==> src/sv/ccol_pkg.sv <==
// Shared widths, status codes and stage records for the circle contact-time pipeline.
package ccol_pkg;

  localparam int FRAC_BITS = 16;
  localparam int LEAD_W    = 16;
  localparam int POS_W     = 32;
  localparam int RAD_W     = 24;
  localparam int TIME_W    = 48;

  localparam int DIF_W  = POS_W + 1;     // relative position / velocity
  localparam int RS_W   = RAD_W + 1;     // summed radius
  localparam int MAG_W  = 2 * DIF_W;     // magnitudes of a, b, c
  localparam int HALF_W = DIF_W;         // split point for wide products
  localparam int QW     = MAG_W + 2;     // signed b and c
  localparam int PW     = 2 * MAG_W;     // b*b and a*c
  localparam int SQ_W   = PW + 2;        // signed discriminant / radicand
  localparam int ROOT_W = SQ_W / 2;      // square root bits, one per cell
  localparam int SQR_W  = ROOT_W + 3;    // root cell remainder
  localparam int NUM_W  = QW + 1;        // -b - root
  localparam int DVR_W  = MAG_W + 2;     // divider partial remainder
  localparam int DVT_W  = DVR_W + TIME_W;

  typedef enum logic [1:0] {
    ST_HIT   = 2'd0,
    ST_STILL = 2'd1,
    ST_MISS  = 2'd2,
    ST_SOON  = 2'd3
  } status_t;

  typedef struct packed {
    logic              valid;
    logic [POS_W-1:0]  first_pos_x;
    logic [POS_W-1:0]  first_pos_y;
    logic [POS_W-1:0]  first_vel_x;
    logic [POS_W-1:0]  first_vel_y;
    logic [RAD_W-1:0]  first_radius;
    logic [POS_W-1:0]  second_pos_x;
    logic [POS_W-1:0]  second_pos_y;
    logic [POS_W-1:0]  second_vel_x;
    logic [POS_W-1:0]  second_vel_y;
    logic [RAD_W-1:0]  second_radius;
    logic [TIME_W-1:0] current_time;
  } in_t;

  typedef struct packed {
    status_t           st;
    logic              sat;
    logic [MAG_W-1:0]  a;
    logic [QW-1:0]     b;
    logic [TIME_W-1:0] now;
  } side_t;

  typedef struct packed {
    logic              valid;
    logic [SQ_W-1:0]   rad;
    logic [SQR_W-1:0]  rem;
    logic [ROOT_W-1:0] root;
    side_t             side;
  } sq_t;

  typedef struct packed {
    logic              valid;
    logic [DVR_W-1:0]  rem;
    logic [TIME_W-1:0] dend;
    logic [TIME_W-1:0] quo;
    side_t             side;
  } dv_t;

endpackage

==> src/sv/ccol_sqrt_cell.sv <==
// One square-root cell: settles one root bit from two radicand bits.
module ccol_sqrt_cell (
  input  logic          clk,
  input  logic          rst,
  input  logic          en,
  input  ccol_pkg::sq_t d_in,
  output ccol_pkg::sq_t d_out
);

  logic [ccol_pkg::SQR_W-1:0] remsh, trial;
  logic                       ge;
  ccol_pkg::sq_t              nxt;

  // trial subtract of (root << 2) | 1
  always_comb begin
    remsh     = {d_in.rem[ccol_pkg::SQR_W-3:0], d_in.rad[ccol_pkg::SQ_W-1 -: 2]};
    trial     = {1'b0, d_in.root, 2'b01};
    ge        = (remsh >= trial);
    nxt       = d_in;
    nxt.rem   = ge ? remsh - trial : remsh;
    nxt.root  = {d_in.root[ccol_pkg::ROOT_W-2:0], ge};
    nxt.rad   = {d_in.rad[ccol_pkg::SQ_W-3:0], 2'b00};
  end

  // hand on to the next cell
  always_ff @(posedge clk) begin
    if (rst) begin
      d_out.valid <= 1'b0;
    end else if (en) begin
      d_out <= nxt;
    end
  end

endmodule

==> config.mk <==
export PLATFORM = sky130hd
export DESIGN_NAME = ccol_sqrt_cell
export DESIGN_NICKNAME = d
export VERILOG_FILES = /design/src/sv/ccol_pkg.sv /design/src/sv/ccol_sqrt_cell.sv
export SDC_FILE = /design/constraint.sdc
export NUM_CORES = 1
export LEC_CHECK = 0
export ABC_AREA = 1
export BUFFER_PORTS_ARGS = -buffer_cell sky130_fd_sc_hd__buf_2
export CAP_MARGIN = 20
export CELL_PAD_IN_SITES_DETAIL_PLACEMENT = 0
export CELL_PAD_IN_SITES_GLOBAL_PLACEMENT = 1
export CORE_AREA = 2 2 352 354
export DETAILED_ROUTE_END_ITERATION = 16
export DIE_AREA = 0 0 354 356
export PLACE_DENSITY = 0.53
export SLEW_MARGIN = 40
export SYNTH_ARGS = -nofsm -noshare
export SYNTH_HDL_FRONTEND = slang
export SYNTH_SLANG_ARGS = --single-unit
==> constraint.sdc <==
create_clock -name clk -period 45.6 [get_ports clk]
set_input_delay 6.84 -clock clk [delete_from_list [all_inputs] [get_ports clk]]
set_output_delay 6.84 -clock clk [all_outputs]
set_load 0.005 [all_outputs]
==> run_results.csv, run 1 <==
group,metric,value,unit
status,outcome,"complete, no violations",
critical_path,r2r_cells,2,
critical_path,crit_path_end_kind,"flip-flop",
power,vdd_ir_drop_max,0.02964,mV
routing,route.detailed.vias_per_inst,3.862,
worst_hold_path,hold_depth,2,
logic_synthesis,ys_top_cells_by_area,"edfxtp_1, nand2_1, inv_1",
floorplanning,die-area,126000,sq um
clock_tree,cts_made_buffers,58,
sta,final-hold-violation-count,0,
routing,drt.antenna.violating_nets,0,
routing,drt-wirelength-per-cell,28.48,microns
clock_tree,clock_tree.buffer_depth,3,
critical_path,worstPathMaxFanout,69,
grt,grt_max_degree,153,
logic_synthesis,yosys.area.top_type_share,65.22,%
sta,skew,0,ns
power,cellLeakagePower,13.68,nW
grt,globalRoute.totalOverflow,0,
finish,seqCellArea,13650,sq um
clock_tree,path_clk_slew,0.06,ns
logic_synthesis,postSynthRegisterBits,455,
finish,finish.cell_count_without_fillers,4707,
worst_hold_path,worst_hold_path_type,"flip-flop to flip-flop",
grt,grt_pass1_vias,17820,
clock_tree,post-cts-setup-buffer-count,0,
finish,multi_input_comb_area,5891,sq um
sta,hold_slack,0.4756,ns
floorplanning,number_of_placed_i_o_pins,917,
critical_path,r2r_end,"d_out[456]",
logic_synthesis,post_synth_inst_count,2026,
power,power_density,40.15,nW/um^2
placement,detailed_placer_s_ending_hpwl,115.4,mm
grt,grt_use_total,20.46,%
sta,tightestPinTransition,0.8021,ns
sta,slew_violations,0,
routing,totalWireLength,134.1,mm
routing,post_route_drc_violation_count,0,
finish,reg_top3,"d_out x455",
critical_path,regToRegStartpoint,"d_out[456]",
critical_path,setup.reg_to_reg.worst_slack,45.03,ns
placement,dp.cells,4567,
sta,setup_repair_after_global_routing_missed_its_margin,"false",
logic_synthesis,number_of_flops_mapped_to_enable_cells_by_yosys,454,
floorplanning,placeableCoreArea,122700,sq um
clock_tree,root_buffer,"clkbuf_16",
sta,period_needed,10.15,ns
placement,finalWeightedCongestion,0.9339,
flow_run,cap_viol_max_count,0,
finish,area.growth.synth_to_final,41.56,%
clock_tree,cts.htree.levels,2,
finish,design.final.nets,3520,
logic_synthesis,yosysMostFrequentCell,"nand2_1",
placement,placement.io_buffers,912,
critical_path,cp.arrival,10.55,ns
sta,slew_headroom,46.53,%
logic_synthesis,syn_area_per_cell,10.32,sq um
logic_synthesis,number_of_unique_standard_cell_types_used_by_synthesis,34,
grt,grt_first_pass_wirelength,170.3,mm
logic_synthesis,sequential_to_total_area_share_from_yosys_stat,65.31,%
power,total_power,1.188,mW
logic_synthesis,ys.flop_type,"edfxtp_1",
sta,max_clock_freq,0.09850,GHz
worst_hold_path,hold-path-endpoint,"d_out[456]",
clock_tree,cts_resized,0,
sta,fin_setup_tns,0,ns
finish,postLayoutCoreUtil,24.12,%
floorplanning,floorplan.die.width,354,microns
clock_tree,postCtsHoldBufs,0,
grt,grt_antenna_before_repair,112,
clock_tree,clock_sink_count,455,
finish,number_of_flip_flops_under_the_largest_register_name,455,
floorplanning,dieHeight,356,microns
sta,setup-violations-final,0,
routing,initialDrtViolationCount,1353,
logic_synthesis,synth_top_area_cell,"edfxtp_1",
routing,first_pass_iters,7,
clock_tree,worst_skew_pair_later_pin_latency,0.65,ns
sta,finalCritPeriodShare,22.26,%
floorplanning,floorplan.initialDensity,17.04,%
routing,vias,18180,
critical_path,timing.setup.critical_path_class,"input pin to flip-flop",
logic_synthesis,synth_cell_area,20900,sq um
logic_synthesis,yosys_warnings,0,
logic_synthesis,ys_async_sr_fraction,0,%
finish,max_flop_register,"d_out",
critical_path,critical_path_required,46.00,ns
finish,drive_above_1_share,34.45,%
worst_hold_path,hold_path.startpoint,"d_out[456]",
critical_path,crit_path_start_kind,"input pin",
clock_tree,tritoncts,"yes",
logic_synthesis,synthTopCellsByCount,"nand2_1, edfxtp_1, inv_1",
floorplanning,core.rowCount,129,
finish,n_fill_cell,13610,
-- worst max path at each step --
| stage | start | end | slack, ns | depth (start not counted) |
|---|---|---|---|---|
| floorplan | en | d_out[0] | 18.39 | 2 |
| global placement | d_in[213] | d_out[264] | 34.50 | 16 |
| detailed placement | d_in[213] | d_out[264] | 34.58 | 16 |
| CTS | d_in[213] | d_out[314] | 35.31 | 16 |
| global route | d_in[213] | d_out[252] | 35.14 | 16 |
| finish | d_in[213] | d_out[264] | 35.45 | 16 |
-- cells by family after synthesis --
| logic type | count (synthesis) | synth area share, % |
|---|---|---|
| AO/OA/AOI/OAI | 122 | 3.130 |
| buffers and inverters | 354 | 6.560 |
| XOR/XNOR | 37 | 1.550 |
| adder cells (fa/ha/maj) | 69 | 4.130 |
| flip-flops | 455 | 65.31 |
| other | 1 | 0.01794 |
| AND/OR/NAND/NOR | 988 | 19.30 |
-- critical path: stages --
cell and delay, ns:
buf_2 0.13, inv_1 0.08, ha_1 0.36, nand2_1 0.15, nor2_1 0.34, nand2_1 0.28, nor2_1 0.23, nand4_1 0.14
nor3_1 0.18, nor2_1 0.10, nand2_4 0.36, buf_4 0.59, clkinv_2 0.12, buf_6 0.32, nand2_1 0.13, nand2_1 0.07
-- metrics by stage --
step | setup WS [ns] | instance area (sq um)
floorplan | 18.39 | 20910
global placement | 34.50 | 27500
detailed placement | 34.58 | 27500
CTS | 35.31 | 29470
global route | 35.14 | 29510
finish | 35.45 | 29590
-- metal layers --
layer / track usage (%) / routed length (microns) / share of wire [%]
met4: 3.653 / 2981 / 2.2
met1: 22.45 / 48830 / 36
met2: 34.47 / 63140 / 47
met5: 0 / 315 / 0.23
met3: 11.85 / 18800 / 14
-- layout make-up --
cell class / count / share of cell area, %
Tap cell: 1637 / 6.922
Timing Repair Buffer: 921 / 15.83
Clock buffer: 70 / 5.163
Inverter: 337 / 4.279
Antenna cell: 31 / 0.2622
Clock inverter: 38 / 1.501
Multi-Input combinational cell: 1218 / 19.91
Sequential cell: 455 / 46.14
-- power breakdown --
part | switching (mW) | internal [mW] | total, mW
clock network | 0.201 | 0.284 | 0.485
registers | 0.00874 | 0.497 | 0.506
logic | 0.133 | 0.0644 | 0.197
total | 0.342 | 0.846 | 1.19
-- cells in the final DEF (no fill, tap or decap), types with 2 or more instances in the layout --
master,instances
buf_2,912
nand2_1,697
edfxtp_1,454
inv_1,331
nor2_1,129
nand3_1,81
a21oi_1,74
ha_1,69
clkbuf_16,59
xor2_1,36
diode_2,31
o21ai_0,31
nand2_2,15
nand4_1,15
nand3b_1,13
nor2_2,12
clkinv_1,12
nor3_1,11
clkinv_2,11
o21bai_1,10
clkbuf_1,10
nor4_1,8
bufinv_16,8
inv_2,5
buf_6,5
o21a_1,3
clkinvlp_4,3
nor2_4,2
nand3_2,2
conb_1,2
clkinv_16,2
clkinv_4,2
buf_4,2
No activity file was read; power rests on OpenSTA's default activity.
==> run 2: changes to the inputs <==
--- a/config.mk
+++ b/config.mk
@@ -13,7 +13,7 @@
 export CORE_AREA = 2 2 352 354
 export DETAILED_ROUTE_END_ITERATION = 16
 export DIE_AREA = 0 0 354 356
-export PLACE_DENSITY = 0.53
+export PLACE_DENSITY = 0.55
 export SLEW_MARGIN = 40
 export SYNTH_ARGS = -nofsm -noshare
 export SYNTH_HDL_FRONTEND = slang
==> constraint.sdc (replaced) <==
create_clock -name clk -period 9 [get_ports clk]
set_input_delay 1.35 -clock clk [delete_from_list [all_inputs] [get_ports clk]]
set_output_delay 1.35 -clock clk [all_outputs]
set_load 0.005 [all_outputs]
==> run 2 against run 1 <==
Compared with the run above:
- wire length up 2.9%
- register-to-register slack worse by 37 ns
- cell count down 0.19%
- sequential power rose to 5.1 times the previous value
- hold slack worse by 0.0012 ns
- global-route usage up 0.58 points
- sequential share of layout area down 0.25 points
- utilization up 0.13 points
- clock power rose to 5.5 times the previous value
- setup slack worse by 31 ns
- critical path type unchanged
- critical endpoint is now d_out[257]
- largest cell class unchanged
- largest power group is now the clock network
==> run_results.csv, run 2 (same netlist as run 1, synthesis figures left out) <==
group,metric,value,unit
finish,max_flop_register,"d_out",
routing,initialDrtViolationCount,1050,
clock_tree,cts_resized,0,
sta,hold_slack,0.4745,ns
grt,grt_max_degree,132,
grt,globalRoute.totalOverflow,0,
critical_path,crit_path_end_kind,"flip-flop",
worst_hold_path,hold_depth,2,
routing,drt-wirelength-per-cell,29.37,microns
routing,totalWireLength,138.0,mm
finish,drive_above_1_share,34.55,%
placement,detailed_placer_s_ending_hpwl,118.9,mm
finish,number_of_flip_flops_under_the_largest_register_name,455,
grt,grt_first_pass_wirelength,173.9,mm
finish,design.final.nets,3521,
grt,grt_pass1_vias,18160,
sta,final-hold-violation-count,0,
floorplanning,placeableCoreArea,122700,sq um
clock_tree,worst_skew_pair_later_pin_latency,0.67,ns
power,vdd_ir_drop_max,0.1422,mV
placement,worst_slack_at_placement,3.453,ns
worst_hold_path,hold_path.startpoint,"d_out[456]",
power,power_density,210.1,nW/um^2
finish,reg_top3,"d_out x455",
finish,final_cell_mix,"buf_2, nand2_1, edfxtp_1",
floorplanning,core.rowCount,129,
critical_path,path_cells,"buf_2 > inv_1 > ha_1 > nand2_1 > nor2_1 > nand2_1 > nor2_1 > nand2_1 > nor3_1 > nor2_1 > nand2_4 > clkinv_2 > buf_4 > nand2_1 > nand2_1",
critical_path,critical-path-top-delay-family,"simple AND/OR/NAND/NOR gates",
routing,post_route_drc_violation_count,0,
sta,max_clock_freq,0.2119,GHz
clock_tree,postCtsHoldBufs,0,
clock_tree,tritoncts,"yes",
floorplanning,number_of_placed_i_o_pins,917,
routing,route.detailed.vias_per_inst,3.883,
placement,finalWeightedCongestion,0.9346,
clock_tree,cts_made_buffers,60,
clock_tree,cts.htree.levels,2,
sta,slew_headroom,41.87,%
clock_tree,post-cts-setup-buffer-count,0,
placement,placement.io_buffers,912,
routing,vias,18240,
status,outcome,"complete, no violations",
critical_path,r2r_cells,2,
clock_tree,clock_tree.buffer_depth,3,
sta,finalCritPeriodShare,52.44,%
sta,skew,0,ns
finish,layout_commonest_cell,"buf_2",
floorplanning,die-area,126000,sq um
power,cellLeakagePower,13.76,nW
critical_path,critical_path_required,9.43,ns
routing,first_pass_iters,8,
finish,postLayoutCoreUtil,24.25,%
critical_path,critical_path.slowest_cell,"clkinv_2",
critical_path,crit_path_start_kind,"input pin",
finish,area.growth.synth_to_final,42.32,%
floorplanning,floorplan.die.width,354,microns
flow_run,cap_viol_max_count,0,
critical_path,regToRegStartpoint,"d_out[456]",
grt,grt_use_total,21.04,%
critical_path,worst_path_largest_cell_delay,0.66,ns
critical_path,crit_path_top_cell_by_count,"nand2_1",
sta,slew_violations,0,
critical_path,worstPathMaxFanout,43,
clock_tree,root_buffer,"clkbuf_16",
critical_path,cp.arrival,5.15,ns
finish,n_fill_cell,13590,
floorplanning,floorplan.initialDensity,17.04,%
worst_hold_path,worst_hold_path_type,"flip-flop to flip-flop",
sta,fin_setup_tns,0,ns
clock_tree,clock_sink_count,455,
critical_path,timing.setup.critical_path_class,"input pin to flip-flop",
floorplanning,dieHeight,356,microns
critical_path,r2r_end,"d_out[456]",
critical_path,setup.reg_to_reg.worst_slack,8.42,ns
critical_path,critical_path_buf_inv_count,4,
routing,drt.antenna.violating_nets,0,
clock_tree,path_clk_slew,0.06,ns
sta,tightestPinTransition,0.8720,ns
worst_hold_path,hold-path-endpoint,"d_out[456]",
sta,setup_slack,4.280,ns
grt,grt_antenna_before_repair,110,
sta,setup-violations-final,0,
sta,setup_repair_after_global_routing_missed_its_margin,"false",
sta,period_needed,4.720,ns
## run 2: power by group
group	switching [mW]	internal (mW)	total [mW]
logic	0.676	0.326	1.00
registers	0.0531	2.52	2.57
clock network	1.06	1.61	2.67
## run 2: worst max-delay path by stage
stage                      end  depth (start not counted)       from  slack (ns)
finish              d_out[257]                         15  d_in[228]        4.28
global route        d_out[257]                         14  d_in[290]        3.91
CTS                 d_out[288]                         15  d_in[229]        4.20
detailed placement  d_out[288]                         15  d_in[229]        3.45
global placement    d_out[266]                         15  d_in[229]        3.51
floorplan             d_out[0]                          2         en        0.49
## run 2: final cells by class
cell class                      instances  area [sq um]  area share [%]
Clock buffer                           69          1556           5.232
Sequential cell                       455         13650           45.89
Tap cell                             1637          2048           6.885
Timing Repair Buffer                  920          4686           15.75
Antenna cell                           19         47.55          0.1598
Clock inverter                         43         601.8           2.023
Inverter                              337          1266           4.256
Multi-Input combinational cell       1218          5891           19.80
## run 2: worst reg2reg max path: cells and delay by family, from the launching register on
kind	cells	cell delay, ns
and+or+nand+nor	1	0.06
AOI/OAI and AO/OA	1	0.12
DFF	1	0.33
## run 2: per-stage QoR
stage	std cells	power, mW	instance area, sq um
finish	4698	6.249	29750
global placement	4566	3.649	27510
CTS	4678	6.379	29670
detailed placement	4566	3.648	27520
global route	4681	6.522	29710
floorplan	2027	3.036	20920
## run 2: routing by layer
metal  routed length, microns  GRT usage [%]  part of all wire [%]
met2                    66280          36.08                    48
met3                    20060          13.24                    15
met5                      418              0                  0.30
met4                     3277          4.458                   2.4
met1                    47910          21.65                    35
==> run 3: changes to the inputs <==
--- a/config.mk
+++ b/config.mk
@@ -13,7 +13,7 @@
 export CORE_AREA = 2 2 352 354
 export DETAILED_ROUTE_END_ITERATION = 16
 export DIE_AREA = 0 0 354 356
-export PLACE_DENSITY = 0.55
+export PLACE_DENSITY = 0.53
 export SLEW_MARGIN = 40
 export SYNTH_ARGS = -nofsm -noshare
 export SYNTH_HDL_FRONTEND = slang
==> constraint.sdc (replaced) <==
create_clock -name clk -period 4.9 [get_ports clk]
set_input_delay 0.735 -clock clk [delete_from_list [all_inputs] [get_ports clk]]
set_output_delay 0.735 -clock clk [all_outputs]
set_load 0.005 [all_outputs]
==> run 3 against run 2 <==
Compared with the run above:
- register-to-register slack lost 4.1 ns
- cell count increased by 0.51%
- first-iteration DRC count up 13%
- non-clock buffer count grew 17
- critical path type unchanged
- highest routed layer unchanged
==> run_results.csv, run 3 (same netlist as run 1, synthesis figures left out) <==
group,metric,value,unit
placement,dp.cells,4584,
clock_tree,cts.htree.levels,2,
finish,layout_commonest_cell,"buf_2",
placement,detailed_placer_s_ending_hpwl,118.8,mm
critical_path,timing.setup.critical_path_class,"input pin to flip-flop",
routing,post_route_drc_violation_count,0,
finish,final_cell_mix,"buf_2, nand2_1, edfxtp_1",
placement,worst_slack_at_placement,0.8596,ns
finish,max_flop_register,"d_out",
routing,drt.antenna.violating_nets,0,
sta,hold_slack,0.2532,ns
floorplanning,floorplan.initialDensity,17.04,%
grt,grt_first_pass_wirelength,173.1,mm
power,power.share.combinational,17.2,%
sta,setup-violations-final,0,
clock_tree,clock_sink_count,455,
routing,first_pass_iters,5,
clock_tree,cts_resized,0,
critical_path,cp.arrival,3.67,ns
sta,final-hold-violation-count,0,
grt,grt_use_total,20.86,%
worst_hold_path,worst_hold_path_type,"input pin to flip-flop",
floorplanning,die-area,126000,sq um
clock_tree,tritoncts,"yes",
power,power.net_switching,3.200,mW
floorplanning,core.rowCount,129,
finish,design.final.nets,3536,
sta,max_clock_freq,0.3041,GHz
power,cellLeakagePower,13.71,nW
power,power_frac_clock,39.3,%
placement,finalWeightedCongestion,0.9379,
routing,initialDrtViolationCount,1183,
flow_run,cap_viol_max_count,0,
sta,setup_repair_after_global_routing_missed_its_margin,"false",
grt,grt_max_degree,94,
finish,reg_top3,"d_out x455",
grt,grt_pass1_vias,18080,
status,outcome,"complete, no violations",
routing,vias,18350,
critical_path,crit_path_end_kind,"flip-flop",
sta,tightestPinTransition,0.6897,ns
power,power_density,365.9,nW/um^2
finish,finish.cell_count_without_fillers,4722,
power,total_power,10.83,mW
floorplanning,placeableCoreArea,122700,sq um
grt,globalRoute.totalOverflow,0,
clock_tree,clock_tree.buffer_depth,3,
critical_path,crit_path_start_kind,"input pin",
critical_path,worstPathMaxFanout,38,
power,power.share.switching,29.55,%
floorplanning,floorplan.die.width,354,microns
clock_tree,post-cts-setup-buffer-count,0,
grt,grt_antenna_before_repair,116,
clock_tree,root_buffer,"clkbuf_16",
power,power.internal,7.630,mW
routing,route.detailed.vias_per_inst,3.886,
sta,slew_violations,0,
sta,slew_headroom,53.91,%
critical_path,regToRegStartpoint,"d_out[456]",
sta,finalCritPeriodShare,67.11,%
power,seq_power_share,43.5,%
floorplanning,dieHeight,356,microns
finish,number_of_flip_flops_under_the_largest_register_name,455,
sta,setup_slack,1.611,ns
placement,placement.io_buffers,912,
clock_tree,cts_made_buffers,58,
sta,fin_setup_tns,0,ns
finish,area.growth.synth_to_final,41.61,%
routing,totalWireLength,136.7,mm
sta,skew,0,ns
routing,drt-wirelength-per-cell,28.95,microns
clock_tree,postCtsHoldBufs,0,
finish,n_fill_cell,13540,
finish,drive_above_1_share,34.88,%
sta,period_needed,3.289,ns
power,vdd_ir_drop_max,0.2940,mV
clock_tree,worst_skew_pair_later_pin_latency,0.65,ns
worst_hold_path,hold_path.startpoint,"d_in[341]",
floorplanning,number_of_placed_i_o_pins,917,
critical_path,critical_path_required,5.29,ns
critical_path,critPathLaunch,"d_in[212]",
clock_tree,path_clk_slew,0.06,ns
run 3: changes by cell type in the layout (fill, tap and decap cells not counted), sizes merged:
cell | previous run | this run
diode | 19 | 29
buf | 920 | 937
clkbuf | 69 | 75
clkinv | 24 | 25
bufinv | 13 | 3
run 3: power groups by stage:
stage / registers, mW / logic, mW / clock network, mW
2_1_floorplan: 4.85 / 0.722 / 0
3_3_place_gp: 4.79 / 1.92 / 0
3_5_place_dp: 4.79 / 1.92 / 0
4_1_cts: 4.72 / 1.92 / 4.44
5_1_grt: 4.74 / 2.06 / 4.57
6_report: 4.71 / 1.86 / 4.25
run 3: path summary, 6_finish.rpt:
kind	endpoint	slack, ns	cells past startpoint
max reg2reg	d_out[456]	4.35	2
min reg2reg	d_out[456]	0.46	2
max	d_out[285]	1.61	15
min	d_out[343]	0.25	1
run 3: metal layers:
layer | wire length (microns) | global-route usage, % | vias to the layer above
met1 | 48420 | 21.95 | 8669
li1 | - | - | 8633
met3 | 20250 | 13.36 | 219
met5 | 378 | 0 | -
met4 | 2637 | 3.280 | 60
met2 | 65000 | 35.56 | 770
run 3: area by class of cell:
type,instances,area (sq um),area share [%]
Sequential cell,455,13650,46.12
Multi-Input combinational cell,1218,5891,19.90
Timing Repair Buffer,937,4827,16.31
Tap cell,1637,2048,6.919
Clock buffer,75,1545,5.220
Inverter,337,1279,4.320
Clock inverter,34,286.5,0.9679
Antenna cell,29,72.57,0.2452
run 3: critical path, cell delays in order:
cell	delay, ns
buf_2	0.14
inv_1	0.08
ha_1	0.35
nand2_1	0.12
nor2_1	0.29
nand2_1	0.26
nor2_1	0.20
nand4_1	0.09
nor3_1	0.25
nor2_1	0.13
nand2_4	0.36
clkinv_2	0.11
buf_4	0.31
nand2_1	0.12
nand2_1	0.08
run 3: through the flow:
stage               utilization (%)  cell area, sq um
floorplan                         -             20930
global placement              22.58             27700
detailed placement            22.58             27700
CTS                           24.07             29530
global route                  24.08             29530
finish                        24.13             29600
