===== src/sv/ccol_pkg.sv =====
// Shared widths, status codes and stage records for the circle contact-time pipeline.
package ccol_pkg;

  localparam int FRAC_BITS = 16;
  localparam int LEAD_W    = 16;
  localparam int POS_W     = 32;
  localparam int RAD_W     = 24;
  localparam int TIME_W    = 48;

  localparam int DIF_W  = POS_W + 1;     // relative position / velocity
  localparam int RS_W   = RAD_W + 1;     // summed radius
  localparam int MAG_W  = 2 * DIF_W;     // magnitudes of a, b, c
  localparam int HALF_W = DIF_W;         // split point for wide products
  localparam int QW     = MAG_W + 2;     // signed b and c
  localparam int PW     = 2 * MAG_W;     // b*b and a*c
  localparam int SQ_W   = PW + 2;        // signed discriminant / radicand
  localparam int ROOT_W = SQ_W / 2;      // square root bits, one per cell
  localparam int SQR_W  = ROOT_W + 3;    // root cell remainder
  localparam int NUM_W  = QW + 1;        // -b - root
  localparam int DVR_W  = MAG_W + 2;     // divider partial remainder
  localparam int DVT_W  = DVR_W + TIME_W;

  typedef enum logic [1:0] {
    ST_HIT   = 2'd0,
    ST_STILL = 2'd1,
    ST_MISS  = 2'd2,
    ST_SOON  = 2'd3
  } status_t;

  typedef struct packed {
    logic              valid;
    logic [POS_W-1:0]  first_pos_x;
    logic [POS_W-1:0]  first_pos_y;
    logic [POS_W-1:0]  first_vel_x;
    logic [POS_W-1:0]  first_vel_y;
    logic [RAD_W-1:0]  first_radius;
    logic [POS_W-1:0]  second_pos_x;
    logic [POS_W-1:0]  second_pos_y;
    logic [POS_W-1:0]  second_vel_x;
    logic [POS_W-1:0]  second_vel_y;
    logic [RAD_W-1:0]  second_radius;
    logic [TIME_W-1:0] current_time;
  } in_t;

  typedef struct packed {
    status_t           st;
    logic              sat;
    logic [MAG_W-1:0]  a;
    logic [QW-1:0]     b;
    logic [TIME_W-1:0] now;
  } side_t;

  typedef struct packed {
    logic              valid;
    logic [SQ_W-1:0]   rad;
    logic [SQR_W-1:0]  rem;
    logic [ROOT_W-1:0] root;
    side_t             side;
  } sq_t;

  typedef struct packed {
    logic              valid;
    logic [DVR_W-1:0]  rem;
    logic [TIME_W-1:0] dend;
    logic [TIME_W-1:0] quo;
    side_t             side;
  } dv_t;

endpackage


===== src/sv/ccol_div_cell.sv =====
// One divider cell: settles one quotient bit by restoring subtraction.
module ccol_div_cell (
  input  logic          clk,
  input  logic          rst,
  input  logic          en,
  input  ccol_pkg::dv_t d_in,
  output ccol_pkg::dv_t d_out
);

  logic [ccol_pkg::DVR_W-1:0] r2, dvs;
  logic                       ge;
  ccol_pkg::dv_t              nxt;

  // bring in the next dividend bit and try the divisor
  always_comb begin
    r2       = {d_in.rem[ccol_pkg::DVR_W-2:0], d_in.dend[ccol_pkg::TIME_W-1]};
    dvs      = {2'b00, d_in.side.a};
    ge       = (r2 >= dvs);
    nxt      = d_in;
    nxt.rem  = ge ? r2 - dvs : r2;
    nxt.quo  = {d_in.quo[ccol_pkg::TIME_W-2:0], ge};
    nxt.dend = {d_in.dend[ccol_pkg::TIME_W-2:0], 1'b0};
  end

  // hand on to the next cell
  always_ff @(posedge clk) begin
    if (rst) begin
      d_out.valid <= 1'b0;
    end else if (en) begin
      d_out <= nxt;
    end
  end

endmodule


===== config.mk =====
export PLATFORM = sky130hd
export DESIGN_NAME = ccol_div_cell
export DESIGN_NICKNAME = d
export VERILOG_FILES = /design/src/sv/ccol_pkg.sv /design/src/sv/ccol_div_cell.sv
export SDC_FILE = /design/constraint.sdc
export NUM_CORES = 1
export LEC_CHECK = 0
export BUFFER_PORTS_ARGS = -buffer_cell sky130_fd_sc_hd__clkbuf_2
export CORE_AREA = 2 2 270 272
export CTS_BUF_LIST = sky130_fd_sc_hd__clkbuf_2
export DETAILED_ROUTE_END_ITERATION = 8
export DIE_AREA = 0 0 272 274
export MAX_ROUTING_LAYER = met4
export PLACE_DENSITY = 0.48
export SETUP_SLACK_MARGIN = 0.15
export SLEW_MARGIN = 30
export SYNTH_ARGS = -nofsm -noshare
export SYNTH_HDL_FRONTEND = slang
export SYNTH_SLANG_ARGS = --single-unit

===== constraint.sdc =====
create_clock -name clk -period 54 [get_ports clk]
set_clock_uncertainty 0.15 [all_clocks]
set_input_delay 2.7 -clock clk [delete_from_list [all_inputs] [get_ports clk]]
set_output_delay 2.7 -clock clk [all_outputs]
set_load 0.05 [all_outputs]

==> parameters.txt, run 1 <==
Parameter                              Value

Logic synthesis
  Post-synthesis share of cell area spent on and, or, nand and nor gates    0.0812
  Adder and majority gate portion of the synthesized area    0.0544
  Unique masters post-synth    65
  Number of enable-type register cells in the synthesized netlist    348
  Most instantiated library cell after synthesis    edfxtp_1
  Synthesized netlist cell count    1184
  Multiplexer share of the synthesized area    0.00563
  Yosys top cell by area    edfxtp_1
  Synth Area in Compound Gates    0.117
  Top cells by count, synth    edfxtp_1 (348), nand2_1 (127), a21oi_1 (94), o21ai_0 (91), inv_1 (79)
  Top FF cell, synth    edfxtp_1
  Mean instance size in the synthesized netlist    13.1 um^2
  Share of async-settable or async-resettable flops after synthesis    0
  Top-area cell type share of the netlist area    0.672
  Post-synthesis instance area    15600 um^2
  Seq cells post-synth    349
  Net count after synthesis    1604
  Cell types occupying the most area after synthesis    edfxtp_1 (67%), ha_1 (5.3%), nand2_1 (3.1%)
  Register area share after synthesis    0.673
  Synthesis warning total    0
  Xor-xnor portion of the synthesized cell area    0.0360
  Dominant combinational cell family by area after synthesis    compound AO/OA/AOI/OAI gates

Finish
  Layout cells sized above 1    0.437
  Max FFs per register    349
  Relative area change from synthesis to final layout    35.5%
  Final standard cell count with taps included and fillers excluded    2997
  Register with the highest flop count    d_out
  Number of nets in the layout    2366
  Registers with the most flip-flops    d_out x349

Setup path
  Reg2Reg Setup Slack    53.24 ns
  Largest incremental delay on the critical path    0.65 ns
  Data required, critical path    54.68 ns
  CP startpoint kind    primary input
  Reg-to-reg critical path startpoint    d_out[349]
  Critical-path cell with the highest stage delay    buf_4
  Number of cells on the worst reg-to-reg path    2
  Kind of end point of the critical path    flop
  Worst endpoint data arrival time    6.98 ns
  Critical Path Fanout Max    78
  Critical path, cell by cell    clkbuf_2, ha_1, inv_1, fa_1, a21o_1, a221oi_2, o211a_1, o2111ai_1, o211a_2, a21oi_4, o21ai_2, a31oi_4, buf_4, mux2_2
  Crit path kind    in -> reg
  Capture point of the worst reg-to-reg path    d_out[349]
  Worst path buffer plus inverter count    3
  Cell family contributing the most delay on the critical path    compound AO/OA/AOI/OAI gates

Floorplan
  Initial cell density of the core    0.216
  Chip height    274 um
  Placeable core area    72000 um^2
  Die Width    272 um
  Die area    74500 um^2
  Total number of placement rows    99
  Top Ports    703

Global routing
  Largest net degree at the start of global routing    79
  Wire length of the first global-routing pass    90300 um
  Via count of the first global-routing pass    13026
  GRT Total Usage    0.173
  Number of antenna violations at the first check in global routing    19
  Overflow after GRT    0

STA
  Setup slack after layout    47.70 ns
  Final Hold Viols    0
  Final count of negative-setup-slack endpoints    0
  Setup repair after global routing missed its margin    no
  Accumulated negative setup slack    0 ns
  Number of slew-limit violations in the final report    0
  Final period demand of the worst path    6.30 ns
  FMAX    159 MHz
  Period utilisation layout    0.117
  Relative slew slack    0.311
  Slew of the pin with the lowest slew margin    1.02 ns
  Hold WS    0.396 ns

Detailed routing
  DR iter-0 viols    904
  Mean routed wirelength per cell    22.0 um
  First-pass DRT Iterations    5
  Post-detailed-route DRC marker count    0
  Via count    12945
  WL final    65900 um
  Via count normalized by instance count    4.32
  Antenna Nets Post-Route    0

Clock network
  CTS Buf Count    100
  Resized cells post-CTS    0
  Post-CTS setup repair buffer count    0
  Clock slew at reported path FFs    0.10 ns
  Max Root-Sink Buffers    3
  CTS Root Cell    clkbuf_2
  Cts-stage hold buffer count    0
  Clk sink count    349
  CTS tree    done
  Clock network latency to the later pin of the worst-skew pair    1.07 ns
  Number of levels the H-tree was split into    3

Power
  Power after layout    0.713 mW
  Reported leakage power    9.16 nW
  Maximum resistive drop on vdd    0.0000152 V
  Internal power    0.446 mW
  Switching portion of total power    0.373
  Seq pwr share    0.462
  Power density over the cells    33.8 nW/um^2
  Portion of total power attributed to combinational logic    0.257
  Clock Power Share    0.281
  Switching pwr    0.266 mW

Place
  Number of instances in the placed design    2803
  IO buf count    699
  Place WS    46.62 ns
  Half-perimeter wire length of the detailed placement result    53700 um
  Routability Congestion    0.884

Min path
  Cell count of the worst hold path    2
  Hold endpoint    d_out[349]
  Hold Crit Class    reg -> reg
  Critical hold path startpoint    d_out[349]

Run
  Reported max-cap violation count    0

Run status
  Run status    finished, final reports clean
routing by layer:
metal | routed length (um) | global-route usage
met1 | 25500 | 0.186
met4 | 1860 | 0.0661
met3 | 5050 | 0.0554
met2 | 33400 | 0.297
met5 | 0 | -
worst reg2reg max path: cells and delay by family (launching register included):
| family | cells | cell delay [ns] |
|---|---|---|
| simple gates | 1 | 0.05 |
| mux | 1 | 0.12 |
| flops | 1 | 0.33 |
cell type report:
type,count,area (um^2)
Clock buffer,140,701
Inverter,80,300
Antenna cell,16,40.0
Multi-Input combinational cell,709,4590
Clock inverter,38,211
Tap cell,959,1200
Sequential cell,349,10500
Timing Repair Buffer,706,3560
Fill cell,7635,50900
cell families after synthesis:
kind of cell	Yosys count
compound gates	296
simple gates	274
fa+ha+maj	67
xor+xnor	64
mux	7
other cells	1
flops	349
buf+inv	126
stage by stage:
stage,cell area [um^2],utilization
after floorplan,15600,-
after global placement,20100,0.279
after detailed placement,20100,0.280
after CTS,21000,0.292
after global routing,21100,0.293
final,21100,0.293
placed cells by master (no fill, tap or decap), types with 3 or more instances in the layout:
master / n
nor2b_1: 6
edfxtp_1: 348
clkinv_1: 22
diode_2: 16
and3_1: 7
a21o_1: 28
a211o_1: 3
and4_1: 5
nand4_1: 25
nor2_1: 49
nand3_1: 13
clkbuf_2: 839
nor3_1: 14
ha_1: 66
nand2b_1: 5
a21boi_0: 4
o21a_1: 9
clkinv_2: 9
a21oi_1: 94
nor4_1: 4
xor2_1: 32
inv_1: 79
o21ai_0: 91
o2111ai_1: 4
mux2_4: 3
o211ai_1: 4
nand2_1: 127
a211oi_1: 7
and2_1: 6
a31oi_1: 5
o31ai_1: 4
xnor2_1: 32
o21bai_1: 17
or2_2: 5
o21ai_1: 3
buf_4: 5
how the worst max path moves through the flow:
stage	slack, ns	from	cells past startpoint	to
3_5_place_dp	46.62	d_in[116]	14	d_out[282]
6_report	47.70	d_in[116]	14	d_out[282]
4_1_cts	47.91	d_in[116]	14	d_out[285]
3_3_place_gp	46.27	d_in[116]	14	d_out[285]
2_1_floorplan	34.67	rst	1	d_out[0]
5_1_grt	47.57	d_in[116]	14	d_out[285]
power by group through the flow:
stage | Combinational (mW) | Clock, mW | Sequential, mW
after floorplan | 0.0526 | 0 | 0.412
after global placement | 0.183 | 0 | 0.335
after detailed placement | 0.184 | 0 | 0.335
after CTS | 0.185 | 0.213 | 0.330
after global routing | 0.194 | 0.227 | 0.331
final | 0.183 | 0.200 | 0.329
No activity file was read; power rests on OpenSTA's default activity.
==> run 2: changes to the inputs <==
Settings changed: CORE_AREA 2 2 270 272 to 2 2 272 274, DIE_AREA 0 0 272 274 to 0 0 274 276, PLACE_DENSITY 0.48 to 0.49.
Clock period 54 ns to 5.7 ns, I/O delays scaled along.
==> run 2 against run 1 <==
Effect of this change:
- synthesized cell count is the same
- the run now fails in clock tree synthesis
- area after synthesis is the same
==> parameters.txt, run 2 <==
Parameter                              Value

Floorplan
  Chip height    276 um (+0.73%)
  Top Ports    703 (unchanged)
  Die Width    274 um (+0.74%)
  Total number of placement rows    99 (unchanged)
  Initial cell density of the core    0.214 (-0.00184)

Logic synthesis
  Number of enable-type register cells in the synthesized netlist    348 (unchanged)
  Unique masters post-synth    65 (unchanged)
  Adder and majority gate portion of the synthesized area    0.0544 (unchanged)
  Xor-xnor portion of the synthesized cell area    0.0360 (unchanged)
  Most instantiated library cell after synthesis    edfxtp_1
  Cell types occupying the most area after synthesis    edfxtp_1 (67%), ha_1 (5.3%), nand2_1 (3.1%)
  Net count after synthesis    1604 (unchanged)
  Yosys top cell by area    edfxtp_1
  Post-synthesis share of cell area spent on and, or, nand and nor gates    0.0812 (unchanged)
  Top cells by count, synth    edfxtp_1 (348), nand2_1 (127), a21oi_1 (94), o21ai_0 (91), inv_1 (79)
  Share of async-settable or async-resettable flops after synthesis    0 (unchanged)
  Seq cells post-synth    349 (unchanged)
  Top FF cell, synth    edfxtp_1
  Mean instance size in the synthesized netlist    13.1 um^2 (unchanged)
  Synthesized netlist cell count    1184 (unchanged)
  Synthesis warning total    0 (unchanged)
  Top-area cell type share of the netlist area    0.672 (unchanged)
  Multiplexer share of the synthesized area    0.00563 (unchanged)
  Synth Area in Compound Gates    0.117 (unchanged)
  Register area share after synthesis    0.673 (unchanged)
  Post-synthesis instance area    15600 um^2 (unchanged)
  Dominant combinational cell family by area after synthesis    compound AO/OA/AOI/OAI gates

Run status
  Run status    aborted with a tool error
  Error    [ERROR RSZ-0060] Max buffer count reached.
  Step where the flow halted    clock tree synthesis

Clock network
  Post-CTS setup repair buffer count    0 (unchanged)
  Number of levels the H-tree was split into    3 (unchanged)
  CTS Buf Count    98 (-2.0%)
  CTS Root Cell    clkbuf_2
  Cts-stage hold buffer count    597 (+597)
  Clk sink count    349 (unchanged)
  Max Root-Sink Buffers    3 (unchanged)
  Resized cells post-CTS    0 (unchanged)

Place
  Routability Congestion    0.897 (+1.4%)
  IO buf count    699 (unchanged)
  Place WS    1.41 ns (-45.21 ns)
  Half-perimeter wire length of the detailed placement result    57900 um (+8.0%)
## run 2: cell counts after synthesis
No cell type changed its count.
## run 2: logic make-up after synthesis
logic type / count (synthesis)
AO/OA/AOI/OAI: 296
XOR/XNOR: 64
adder cells (fa/ha/maj): 67
buffers and inverters: 126
flip-flops: 349
multiplexers: 7
other: 1
AND/OR/NAND/NOR: 274
## run 2: per-stage QoR
step | hold slack, ns | setup TNS, ns | area (um^2) | utilization | cells
global placement | 0.313 | 0 | 20100 | 0.277 | 2804
detailed placement | 0.314 | 0 | 20100 | 0.277 | 2804
floorplan | 0.207 | -128.31 | 15600 | - | 1184
==> run 3: changes to the inputs <==
Settings changed: CORE_AREA 2 2 272 274 to 2 2 276 278, CTS_BUF_LIST sky130_fd_sc_hd__clkbuf_2 to default, DIE_AREA 0 0 274 276 to 0 0 278 280, MAX_ROUTING_LAYER met4 to default, PLACE_DENSITY 0.49 to default, PLACE_DENSITY_LB_ADDON from default to 0.15, SETUP_SLACK_MARGIN 0.15 to default.
Clock period 5.7 ns to 7.41 ns, I/O delays scaled along.
==> run 3 against run 2 <==
Effect of this change:
- the run now ends clean
==> parameters.txt, run 3 (synthesis results as in run 1) <==
Parameter                              Value

Run status
  Run status    finished, final reports clean

Floorplan
  Die Width    278 um (+1.5%)
  Placeable core area    75200 um^2
  Die area    77800 um^2
  Initial cell density of the core    0.207 (-0.00742)
  Top Ports    703 (unchanged)
  Total number of placement rows    101 (+2.0%)
  Chip height    280 um (+1.4%)

Setup path
  Kind of end point of the critical path    flop
  Number of cells on the worst reg-to-reg path    3
  Critical Path Fanout Max    81
  Reg2Reg Setup Slack    6.10 ns
  Worst endpoint data arrival time    4.96 ns
  CP startpoint kind    primary input
  Crit path kind    in -> reg
  Data required, critical path    7.56 ns

STA
  Number of slew-limit violations in the final report    0
  Final Hold Viols    0
  FMAX    208 MHz
  Accumulated negative setup slack    0 ns
  Relative slew slack    0.316
  Period utilisation layout    0.648
  Final count of negative-setup-slack endpoints    0
  Slew of the pin with the lowest slew margin    1.03 ns
  Final period demand of the worst path    4.80 ns
  Setup repair after global routing missed its margin    no

Place
  Routability Congestion    0.883 (-1.6%)
  Half-perimeter wire length of the detailed placement result    52900 um (-8.7%)
  Area after DPL    20200 um^2 (about the same)
  IO buf count    699 (unchanged)

Min path
  Hold Crit Class    in -> reg
  Cell count of the worst hold path    3

Clock network
  Number of levels the H-tree was split into    2 (-1)
  Max Root-Sink Buffers    3 (unchanged)
  Clock network latency to the later pin of the worst-skew pair    0.55 ns
  CTS tree    done
  Clk sink count    349 (unchanged)
  CTS Buf Count    43 (-56%)
  CTS Root Cell    clkbuf_16
  Clock slew at reported path FFs    0.05 ns

Finish
  Most common library cell in the layout ignoring fill and taps    clkbuf_2
  Register with the highest flop count    d_out
  Most frequent cells in the layout    clkbuf_2 (699), edfxtp_1 (348), dlygate4sd3_1 (344)
  Max FFs per register    349
  Number of nets in the layout    2653
  Layout cells sized above 1    0.349
  Sequential Area    10500 um^2
  Registers with the most flip-flops    d_out x349
  Area taken by multi-input logic gates    4590 um^2
  Relative area change from synthesis to final layout    60.3%
  Post-route design area    24900 um^2
  Total of fill cells in the finished design    7724

Global routing
  Number of antenna violations at the first check in global routing    15
  Overflow after GRT    0
  Via count of the first global-routing pass    14297
  GRT Total Usage    0.164
  Wire length of the first global-routing pass    95100 um
  Largest net degree at the start of global routing    130

Detailed routing
  Mean routed wirelength per cell    20.5 um
  Via count    13664
  First-pass DRT Iterations    5
  Antenna Nets Post-Route    0
  Via count normalized by instance count    4.21
  DR iter-0 viols    702
  WL final    66600 um
  Post-detailed-route DRC marker count    0

Power
  Reported leakage power    10.6 nW
  Power density over the cells    236 nW/um^2
  Maximum resistive drop on vdd    0.000131 V

Run
  Reported max-cap violation count    0
-- run 3: final timing paths --
check	to	from
worst min register to register	d_out[349]	d_out[349]
worst min-delay path	d_out[284]	d_in[283]
worst max-delay path	d_out[314]	d_in[116]
worst max register to register	d_out[349]	d_out[349]
-- run 3: area by class of cell --
class	count	share of cell area
Antenna cell	7	0.000702
Clock buffer	54	0.0457
Timing Repair Buffer	1050	0.281
Multi-Input combinational cell	709	0.184
Clock inverter	21	0.00702
Inverter	80	0.0120
Tap cell	978	0.0491
Sequential cell	349	0.420
-- run 3: power by group --
group          switching [mW]  total [mW]  internal, mW
Clock                   0.845        2.00          1.16
Combinational            1.03        1.48         0.455
Sequential             0.0431        2.40          2.36
Total                    1.92        5.89          3.97
-- run 3: per-stage QoR --
stage	hold WS, ns	worst slack, ns	instances	power, mW	utilization
finish	0.0420	2.61	3248	5.89	0.332
global route	0.0167	2.34	3246	6.15	0.332
CTS	0.00387	2.65	3241	6.00	0.331
detailed placement	0.361	2.60	2822	3.78	0.268
global placement	0.337	2.58	2822	3.78	0.268
floorplan	0.293	1.26	1184	3.35	-
-- run 3: what timing repair did --
| item | 4_1_cts | 5_1_grt |
|---|---|---|
| resized for setup | 0 | 0 |
| hold buffers | 344 | 0 |
| setup endpoints to repair | 0 | 0 |
| hold endpoints to repair | 348 | 0 |
| buffers inserted | 0 | 0 |
-- run 3: critical path, cell delays in order --
cell           delay (ns)
dlygate4sd3_1        0.56
clkbuf_2             0.14
ha_1                 0.17
inv_1                0.06
fa_1                 0.39
a21o_1               0.22
a221oi_2             0.36
o211a_1              0.32
o2111ai_1            0.13
o211a_2              0.22
a21oi_4              0.28
o21ai_2              0.13
a31oi_4              0.20
buf_4                0.59
inv_2                0.35
mux2_4               0.38
-- run 3: metal layers --
metal  track usage  routed length [um]
met4        0.0513                2180
met3        0.0443                4530
met5             0                 111
met1         0.188               25800
met2         0.297               34000
==> run 4: changes to the inputs <==
Settings changed: ABC_AREA from default to 1, CORE_AREA 2 2 276 278 to 2 2 277 279, DIE_AREA 0 0 278 280 to 0 0 279 281.
Clock period 7.41 ns to 4 ns, I/O delays scaled along.
==> run 4 against run 3 <==
Effect of this change:
- via count up 25%
- flip-flop and latch count unchanged
- setup slack worse by 1.7 ns
- global-route usage increased by 3.9 points
- register-to-register slack got worse by 3.4 ns
- combinational power increased by 100%
- critical path depth grew 2
- first-iteration DRC count grew 20%
- wire length increased by 24%
- largest cell class unchanged
- largest power group unchanged
==> parameters.txt, run 4 <==
Parameter                              Value

Run status
  Run status    finished, final reports clean

Place
  Number of instances in the placed design    3587 (+27%)
  Routability Congestion    0.875 (-0.84%)
  IO buf count    699 (unchanged)
  Half-perimeter wire length of the detailed placement result    68100 um (+29%)

Setup path
  Capture point of the worst reg-to-reg path    d_out[349]
  Reg2Reg Setup Slack    2.72 ns (-3.38 ns)
  Worst setup path endpoint    d_out[328]
  Data required, critical path    4.31 ns (-3.25 ns)
  Reg-to-reg critical path startpoint    d_out[349]
  CP startpoint kind    primary input
  Number of cells on the worst reg-to-reg path    3 (unchanged)
  Critical Path Fanout Max    31 (-62%)
  Crit path kind    in -> reg
  Kind of end point of the critical path    flop
  Critical Path Start    d_in[280]
  Worst endpoint data arrival time    3.42 ns (-1.54 ns)

Global routing
  Via count of the first global-routing pass    17745 (+24%)
  Number of antenna violations at the first check in global routing    10 (-5)
  Wire length of the first global-routing pass    116000 um (+22%)
  GRT Total Usage    0.203 (+0.0390)
  Largest net degree at the start of global routing    130 (unchanged)
  Overflow after GRT    0 (unchanged)

Clock network
  Clock slew at reported path FFs    0.06 ns (about the same)
  Max Root-Sink Buffers    3 (unchanged)
  Number of levels the H-tree was split into    2 (unchanged)
  Post-CTS setup repair buffer count    0 (unchanged)
  Clk sink count    349 (unchanged)
  CTS Buf Count    44 (+2.3%)
  CTS tree    done
  Clock network latency to the later pin of the worst-skew pair    0.61 ns (+0.06 ns)
  CTS Root Cell    clkbuf_16

Detailed routing
  Post-detailed-route DRC marker count    0 (unchanged)
  First-pass DRT Iterations    7 (+2)
  DR iter-0 viols    841 (+20%)
  Mean routed wirelength per cell    20.5 um (+0.12%)
  Antenna Nets Post-Route    0 (unchanged)
  Via count normalized by instance count    4.24 (+0.69%)
  Via count    17049 (+25%)
  WL final    82600 um (+24%)

Logic synthesis
  Seq cells post-synth    349 (unchanged)
  Post-synthesis instance area    17600 um^2 (+13%)
  Register area share after synthesis    0.594 (-0.0788)
  Unique masters post-synth    32 (-51%)
  Share of async-settable or async-resettable flops after synthesis    0 (unchanged)
  Cell types occupying the most area after synthesis    edfxtp_1 (59%), nand2_1 (15%), inv_1 (7.3%)
  Number of enable-type register cells in the synthesized netlist    348 (unchanged)
  Top-area cell type share of the netlist area    0.593 (-0.0787)
  Net count after synthesis    2330 (+45%)
  Yosys top cell by area    edfxtp_1
  Synthesis warning total    0 (unchanged)
  Most instantiated library cell after synthesis    nand2_1
  Synthesized netlist cell count    1910 (+61%)
  Top cells by count, synth    nand2_1 (710), edfxtp_1 (348), inv_1 (342), nor2_1 (122), nand3_1 (84)
  Mean instance size in the synthesized netlist    9.22 um^2 (-30%)
  Top FF cell, synth    edfxtp_1

Floorplan
  Chip height    281 um (+0.36%)
  Top Ports    703 (unchanged)
  Die area    78400 um^2 (+0.72%)
  Initial cell density of the core    0.234 (+0.0267)
  Total number of placement rows    101 (unchanged)
  Placeable core area    75400 um^2 (+0.34%)
  Die Width    279 um (+0.36%)

STA
  Final period demand of the worst path    3.11 ns
  Number of slew-limit violations in the final report    0 (unchanged)
  Setup repair after global routing missed its margin    no
  Hold WS    0.0653 ns (+0.0233 ns)
  Final Hold Viols    0 (unchanged)
  Final count of negative-setup-slack endpoints    0 (unchanged)
  FMAX    322 MHz
  Slew of the pin with the lowest slew margin    1.00 ns (-0.0215 ns)
  Relative slew slack    0.331 (+0.0144)
  Period utilisation layout    0.777

Min path
  Hold Crit Class    in -> reg

Finish
  Most common library cell in the layout ignoring fill and taps    nand2_1
  Layout cells sized above 1    0.268 (-0.0811)
  Registers with the most flip-flops    d_out x349
  Number of nets in the layout    3424 (+29%)
  Final standard cell count with taps included and fillers excluded    4025 (+24%)
  Relative area change from synthesis to final layout    56.4%
  Most frequent cells in the layout    nand2_1 (710), clkbuf_2 (699), dlygate4sd3_1 (349)
  Post-Route Utilization    0.365 (+0.0336)
  Register with the highest flop count    d_out
  Total of fill cells in the finished design    7844 (+1.6%)
  Max FFs per register    349 (unchanged)

Power
  Maximum resistive drop on vdd    0.000326 V (+150%)
  Power density over the cells    432 nW/um^2 (+83%)
  Reported leakage power    13.4 nW (+27%)

Run
  Reported max-cap violation count    0 (unchanged)
==> run 4: changes by cell type in the layout (fill, tap and decap cells not counted), moves of 10 or more <==
cell,previous run,this run
nand2_1,127,710
inv_1,79,341
nor2_1,49,121
nand3_1,13,84
o21ai_0,91,20
xnor2_1,32,1
a21o_1,28,0
a21oi_1,94,68
nand3b_1,0,14
inv_2,1,11
==> run 4: worst min path at each step <==
stage	startpoint	to	cells past startpoint
after CTS	en	d_out[120]	4
after floorplan	rst	d_out[349]	1
after global placement	d_in[265]	d_out[266]	1
after detailed placement	d_in[2]	d_out[2]	1
after global routing	en	d_out[120]	4
final	en	d_out[120]	4
==> run 4: where the power goes <==
group | internal (mW) | switching [mW]
clock | 2.69 | 1.73
sequential | 4.37 | 0.0981
combinational | 0.872 | 2.14
total | 7.93 | 3.97
==> run 4: final cells by class <==
| cell class | count | area, um^2 | area share |
|---|---|---|---|
| antenna | 8 | 20.0 | 0.000727 |
| clock buffer | 50 | 1120 | 0.0408 |
| clock inverter | 31 | 479 | 0.0174 |
| inverter | 353 | 1340 | 0.0485 |
| multi-input combinational | 1193 | 5720 | 0.208 |
| sequential | 349 | 10500 | 0.380 |
| tap | 978 | 1220 | 0.0444 |
| timing repair buffer | 1063 | 7180 | 0.261 |
==> run 4: what timing repair did <==
| item | CTS | global route |
|---|---|---|
| endpoints found under the setup margin | 0 | 0 |
| resized for setup | 0 | 0 |
| hold buffers | 349 | 0 |
| hold endpoints to repair | 370 | 0 |
==> run 4: kinds of logic (layout without fill, tap and decap cells) <==
logic type      Yosys count  after routing  share of synthesized area
other cells               1              9                   0.000213
xor+xnor                 33             33                     0.0164
simple gates            981            981                      0.225
flops                   349            349                      0.594
buf+inv                 368           1497                     0.0817
compound gates          111            111                     0.0347
fa+ha+maj                67             67                     0.0480
==> run 4: per-stage QoR <==
stage	total power, mW	TNS [ns]	setup slack [ns]	cell area (um^2)
2_1_floorplan	6.33	-668.44	-1.92	17600
3_3_place_gp	7.27	0	0.800	22400
3_5_place_dp	7.27	0	0.808	22400
4_1_cts	12.1	0	0.890	27500
5_1_grt	12.4	0	0.682	27500
6_report	11.9	0	0.892	27600
==> run 4: metal layers <==
layer  wire (um)  track usage  up-vias  part of all wire
met4        3500       0.0848        6             0.042
met5          44            0        -           0.00053
li1            -            -     8323                 -
met3        4010       0.0346      121             0.049
met1       31700        0.224     8074              0.38
met2       43400        0.383      525              0.53
==> run 4: worst max-delay path, stage by stage <==
cell and delay (ns):
dlygate4sd3_1 0.53, clkbuf_2 0.10, inv_1 0.06, ha_1 0.20
inv_1 0.10, fa_1 0.47, nand3_1 0.12, nand3_1 0.19
nand4_1 0.19, nand3_1 0.20, nand2_1 0.11, nand2_1 0.09
nand3_2 0.09, nand2_4 0.06, inv_2 0.28, buf_12 0.23
nand2_1 0.07, nand2_1 0.08
